==> config.mk <==
export PLATFORM = sky130hd
export DESIGN_NAME = tps_alu
export DESIGN_NICKNAME = d
export VERILOG_FILES = /design/src/hw/rtl/tps_pkg.sv /design/src/hw/rtl/tps_alu.sv
export SDC_FILE = /design/constraint.sdc
export NUM_CORES = 2
export LEC_CHECK = 0
export BUFFER_PORTS_ARGS = -buffer_cell sky130_fd_sc_hd__buf_2
export CORE_MARGIN = 2
export CORE_UTILIZATION = 60
export CTS_BUF_LIST = sky130_fd_sc_hd__clkbuf_4 sky130_fd_sc_hd__clkbuf_8
export DETAILED_ROUTE_END_ITERATION = 6
export GPL_TIMING_DRIVEN = 0
export PLACE_DENSITY = 0.85
export SETUP_SLACK_MARGIN = 0.05
export SYNTH_ARGS = -nofsm -noshare
export SYNTH_HDL_FRONTEND = slang
export SYNTH_SLANG_ARGS = --single-unit
==> constraint.sdc <==
create_clock -name clk -period 10.3 [get_ports clk]
set_input_delay 0.515 -clock clk [delete_from_list [all_inputs] [get_ports clk]]
set_output_delay 0.515 -clock clk [all_outputs]
set_load 0.03 [all_outputs]
==> src/hw/rtl/tps_pkg.sv <==
// Shared types and codes for the target pursuit step unit.
package tps_pkg;

  typedef enum logic [1:0] {
    ALU_MUL,
    ALU_SQRT,
    ALU_DIV
  } alu_op_t;

  typedef struct packed {
    logic        start;
    alu_op_t     op;
    logic [63:0] a;
    logic [63:0] b;
  } alu_req_t;

  typedef struct packed {
    logic        done;
    logic [63:0] res;
  } alu_rsp_t;

  typedef enum logic [3:0] {
    ST_IDLE,
    ST_LEN_SQ,
    ST_LEN_RT,
    ST_DST_SQ,
    ST_DST_RT,
    ST_PRE_INIT,
    ST_PRE_SHIFT,
    ST_UP_MUL,
    ST_NRM_SQ,
    ST_NRM_RT,
    ST_NUM_MUL,
    ST_QDIV,
    ST_RET,
    ST_STP_MUL,
    ST_OUT
  } state_t;

  typedef enum logic [2:0] {
    CALL_LV,
    CALL_RIGHT,
    CALL_UP,
    CALL_LOOK,
    CALL_STEP
  } call_t;

  localparam logic REG_MOVE_SPEED = 1'b0;
  localparam logic REG_LIMIT_DIST = 1'b1;

endpackage

==> src/hw/rtl/tps_alu.sv <==
// Shared iterative multiply, square root and divide unit.
module tps_alu (
  input  logic               clk,
  input  logic               rst_n,
  input  tps_pkg::alu_req_t  req,
  output tps_pkg::alu_rsp_t  rsp
);

  localparam int DIGIT_W    = 8;
  localparam int MUL_STEPS  = 5;
  localparam int SQRT_STEPS = 32;
  localparam int DIV_STEPS  = 64;
  localparam int CNT_W      = 6;

  logic                busy_r;
  logic                done_r;
  logic [CNT_W-1:0]    cnt_r;
  tps_pkg::alu_op_t    op_r;
  logic [63:0]         x_r;
  logic [63:0]         y_r;
  logic [63:0]         z_r;

  logic [71:0]         mul_pp;
  logic [63:0]         sq_t;
  logic                sq_ge;
  logic [64:0]         dv_rem;
  logic                dv_ge;
  logic [64:0]         dv_sub;

  assign mul_pp = {8'b0, x_r} * {64'b0, z_r[DIGIT_W-1:0]};
  assign sq_t   = y_r + z_r;
  assign sq_ge  = x_r >= sq_t;
  assign dv_rem = {y_r, x_r[63]};
  assign dv_ge  = dv_rem >= {1'b0, z_r};
  assign dv_sub = dv_rem - {1'b0, z_r};

  always_ff @(posedge clk) begin
    if (!rst_n) begin
      busy_r <= 1'b0;
      done_r <= 1'b0;
      cnt_r  <= '0;
    end else begin
      done_r <= busy_r && (cnt_r == '0);
      if (req.start) begin
        busy_r <= 1'b1;
        case (req.op)
          tps_pkg::ALU_MUL:  cnt_r <= CNT_W'(MUL_STEPS - 1);
          tps_pkg::ALU_SQRT: cnt_r <= CNT_W'(SQRT_STEPS - 1);
          tps_pkg::ALU_DIV:  cnt_r <= CNT_W'(DIV_STEPS - 1);
          default:           cnt_r <= '0;
        endcase
      end else if (busy_r) begin
        if (cnt_r == '0) begin
          busy_r <= 1'b0;
        end else begin
          cnt_r <= cnt_r - CNT_W'(1);
        end
      end
    end
  end

  always_ff @(posedge clk) begin
    if (req.start) begin
      op_r <= req.op;
      x_r  <= req.a;
      y_r  <= '0;
      case (req.op)
        tps_pkg::ALU_SQRT: z_r <= 64'h4000_0000_0000_0000;
        default:           z_r <= req.b;
      endcase
    end else if (busy_r) begin
      case (op_r)
        tps_pkg::ALU_MUL: begin
          y_r <= y_r + mul_pp[63:0];
          x_r <= x_r << DIGIT_W;
          z_r <= z_r >> DIGIT_W;
        end
        tps_pkg::ALU_SQRT: begin
          if (sq_ge) begin
            x_r <= x_r - sq_t;
            y_r <= (y_r >> 1) + z_r;
          end else begin
            y_r <= y_r >> 1;
          end
          z_r <= z_r >> 2;
        end
        tps_pkg::ALU_DIV: begin
          y_r <= dv_ge ? dv_sub[63:0] : dv_rem[63:0];
          x_r <= {x_r[62:0], dv_ge};
        end
        default: begin
          y_r <= y_r;
        end
      endcase
    end
  end

  assign rsp.done = done_r;
  assign rsp.res  = (op_r == tps_pkg::ALU_DIV) ? x_r : y_r;

endmodule

==> metrics.md <==
| Metric | Value |
|---|---|
| DR WL/cell | `27.3 um` |
| Placer Congestion | `1.12` |
| Max-cap violations | `0` |
| Core box area | `0.0715 mm^2` |
| DRT Wirelength | `188000 um` |
| Vias per cell | `6.63` |
| EDFF count, synth | `130` |
| Hold buffer count at cts | `0` |
| Outcome | `complete, no violations` |
| Slew Limit Fails | `0` |
| Hpwl dp | `154000 um` |
| Mean post-synth cell area | `7.63 um^2` |
| Die width | `273 um` |
| CP endpoint kind | `register` |
| Layout cells sized above 1 | `0.0544` |
| RSZ-0062 raised after global routing | `no` |
| Worst slew pin tran | `1.46 ns` |
| # rows | `98` |
| Ys flop type | `edfxtp_1` |
| Final Util | `0.649` |
| GRT overflow | `0` |
| Critical Path RT | `10.65 ns` |
| Asr flop ratio synth | `0` |
| Post-Synthesis Cells | `5683` |
| Worst-path cell with the longest stage delay | `clkdlybuf4s15_1` |
| Ports | `198` |
| First-pass GRT wire length | `273000 um` |
| CP arrival | `10.47 ns` |
| Syn-to-layout area delta | `6.98%` |
| Hold_ws | `0.113 ns` |
| # nets final | `6807` |
| CTS tree | `yes` |
| Period minus WS final | `10.13 ns` |
| First DRT Iteration DRCs | `6416` |
| Seq cells post-synth | `202` |
| Bufs on Longest Clock Path | `3` |
| Final Hold Viols | `0` |
| Setup bufs post-CTS | `0` |
| Relative slew slack | `0.0283` |
| Die height | `273 um` |
| Number of port buffers | `197` |
| Total number of vias | `45800` |
| Synthesized area | `0.0434 mm^2` |
| H-tree depth | `2` |
| Hold WC Path Type | `input pin to register` |
| TritonRoute pass-1 iters | `6` |
| Sequential fraction of the synthesis area | `0.123` |
| Antenna Nets Post-Route | `0` |
| Worst path max stage delay | `0.86 ns` |
| Clk_skew | `0.0474 ns` |
| Nature of the critical path startpoint | `register` |
| Setup tns final | `0 ns` |
| Synth warn | `0` |
| Crit Path Max Fanout | `27` |
| Initial antenna violation count | `5` |
| CTS Buf Count | `38` |
| Syn Nets | `6567` |
| Setup violators final | `0` |
| Fin crit share | `0.983` |
| Vias in the first global route | `43200` |
| Clock sink total | `202` |
| Critical path's top delay family | `compound AO/OA/AOI/OAI gates` |
| Largest net degree at the start of global routing | `65` |
| # DRC | `0` |
| Setup CP Type | `register to register` |
| Clk slew on worst S/H paths | `0.06 ns` |
| Max frequency | `98.8 MHz` |
| Clock Latency Late Sink | `0.67 ns` |
| Most used cell along the critical path | `a211o_1` |
| Worst Path Buf+Inv | `6` |
| Die area | `0.0745 mm^2` |
| CTS root buf | `clkbuf_8` |
| Unique cell type count in the Yosys netlist | `89` |
| Initial core utilization | `0.607` |
| Gr usage total | `0.497` |
-- flip-flops by register name, summed over array words and instances, names as in the netlist --
| name | flops |
|---|---|
| busy_r | 1 |
| cnt_r | 6 |
| done_r | 1 |
| op_r | 2 |
| x_r | 64 |
| y_r | 64 |
| z_r | 64 |
-- worst register-to-register path, cell delays in order, from the launching register on --
cell and delay, ns:
edfxtp_1 0.52, clkdlybuf4s15_1 0.86, clkbuf_2 0.60, inv_1 0.27
fa_1 0.48, nand2b_1 0.18, a21o_1 0.19, a211oi_1 0.21
a211o_1 0.27, a41o_1 0.34, a21bo_2 0.25, a211o_1 0.16
a21oi_1 0.13, o21ai_1 0.31, xnor2_1 0.15, ha_1 0.46
nand4_1 0.21, nor3_2 0.53, nor3b_1 0.49, o21ai_0 0.31
a31oi_1 0.53, a211o_1 0.43, nor2_1 0.18, clkbuf_1 0.39
o21ai_4 0.83, buf_16 0.27, buf_12 0.23
-- logic make-up after synthesis --
group / after synthesis / share of synthesized area
AO/OA/AOI/OAI: 1657 / 0.239
XOR/XNOR: 310 / 0.0626
adder cells (fa/ha/maj): 751 / 0.288
buffers and inverters: 1015 / 0.0881
flip-flops: 202 / 0.123
multiplexers: 73 / 0.0170
AND/OR/NAND/NOR: 1675 / 0.182
-- per-stage QoR --
step	instance area, um^2	instances	worst slack [ns]
after CTS	46400	6900	0.173
after floorplan	43400	5683	0.133
after detailed placement	45600	6832	-0.258
final	46400	6906	0.174
after global placement	45600	6830	-6.61
after global routing	46400	6902	0.262
-- layout by cell type, fill, tap and decap left out, drive strengths merged, types with 11 or more instances in the layout --
master,count
a21oi,453
o211ai,56
nand2,746
o21a,35
dfxtp,72
inv,668
o21ai,474
xnor2,183
a221oi,48
ha,337
mux2i,66
o22ai,36
o31ai,38
or3,17
o21bai,71
a21boi,16
fa,414
a21o,148
edfxtp,130
o221ai,21
clkinv,14
and2,273
nor2,239
buf,225
and3,35
nand4,78
or2,15
a211o,11
a211oi,58
a41oi,12
clkbuf,373
xor2,127
nor2b,47
a2111oi,31
a31oi,64
nand2b,41
nand3,74
nor3,73
-- routing by layer --
layer	share of wire	GRT usage	vias up
met5	0.00016	0	-
met4	0.066	0.264	4
met3	0.16	0.163	595
met2	0.40	0.713	3384
met1	0.37	0.665	21800
li1	-	-	20000
-- Yosys cell counts, drive strengths merged (26+ instances only) --
library cell | number | area [um^2]
a2111oi | 31 | 285
a211oi | 58 | 440
a21o | 148 | 1110
a21oi | 453 | 2270
a221oi | 48 | 420
a31oi | 64 | 400
and2 | 273 | 1710
and3 | 35 | 219
buf | 26 | 110
clkbuf | 320 | 1200
dfxtp | 72 | 1440
edfxtp | 130 | 3900
fa | 414 | 8290
ha | 337 | 4220
inv | 668 | 2510
mux2i | 66 | 661
nand2 | 746 | 2800
nand2b | 41 | 257
nand3 | 74 | 370
nand4 | 78 | 488
nor2 | 239 | 897
nor2b | 47 | 294
nor3 | 73 | 365
o211ai | 56 | 420
o21a | 35 | 264
o21ai | 474 | 2380
o21bai | 71 | 533
o22ai | 36 | 225
o31ai | 38 | 290
xnor2 | 183 | 1600
xor2 | 127 | 1110
-- final cells by class --
cell class / count / area, um^2
Timing Repair Buffer: 200 / 1040
Buffer: 346 / 1320
Fill cell: 6354 / 25100
Clock inverter: 15 / 101
Tap cell: 950 / 1190
Inverter: 669 / 2510
Multi-Input combinational cell: 4466 / 34200
Clock buffer: 53 / 654
Sequential cell: 202 / 5350
Antenna cell: 5 / 12.5
-- path summary, 6_finish.rpt --
| check | from | end | slack [ns] | cells past startpoint |
|---|---|---|---|---|
| worst min-delay path | req[130] | op_r[0] | 0.11 | 1 |
| worst max register to register | z_r[1] | x_r[1] | 0.17 | 26 |
| worst max-delay path | z_r[1] | x_r[1] | 0.17 | 26 |
| worst min register to register | cnt_r[4] | cnt_r[4] | 0.59 | 2 |
-- what timing repair did --
action	in CTS	in global routing
endpoints found under the setup margin	75	37
pin swaps	0	0
gates resized for setup	1	3
Power is left out: the tool's default activity adds up to more than one toggle a clock period on the data nets, which glitch-free logic cannot reach.
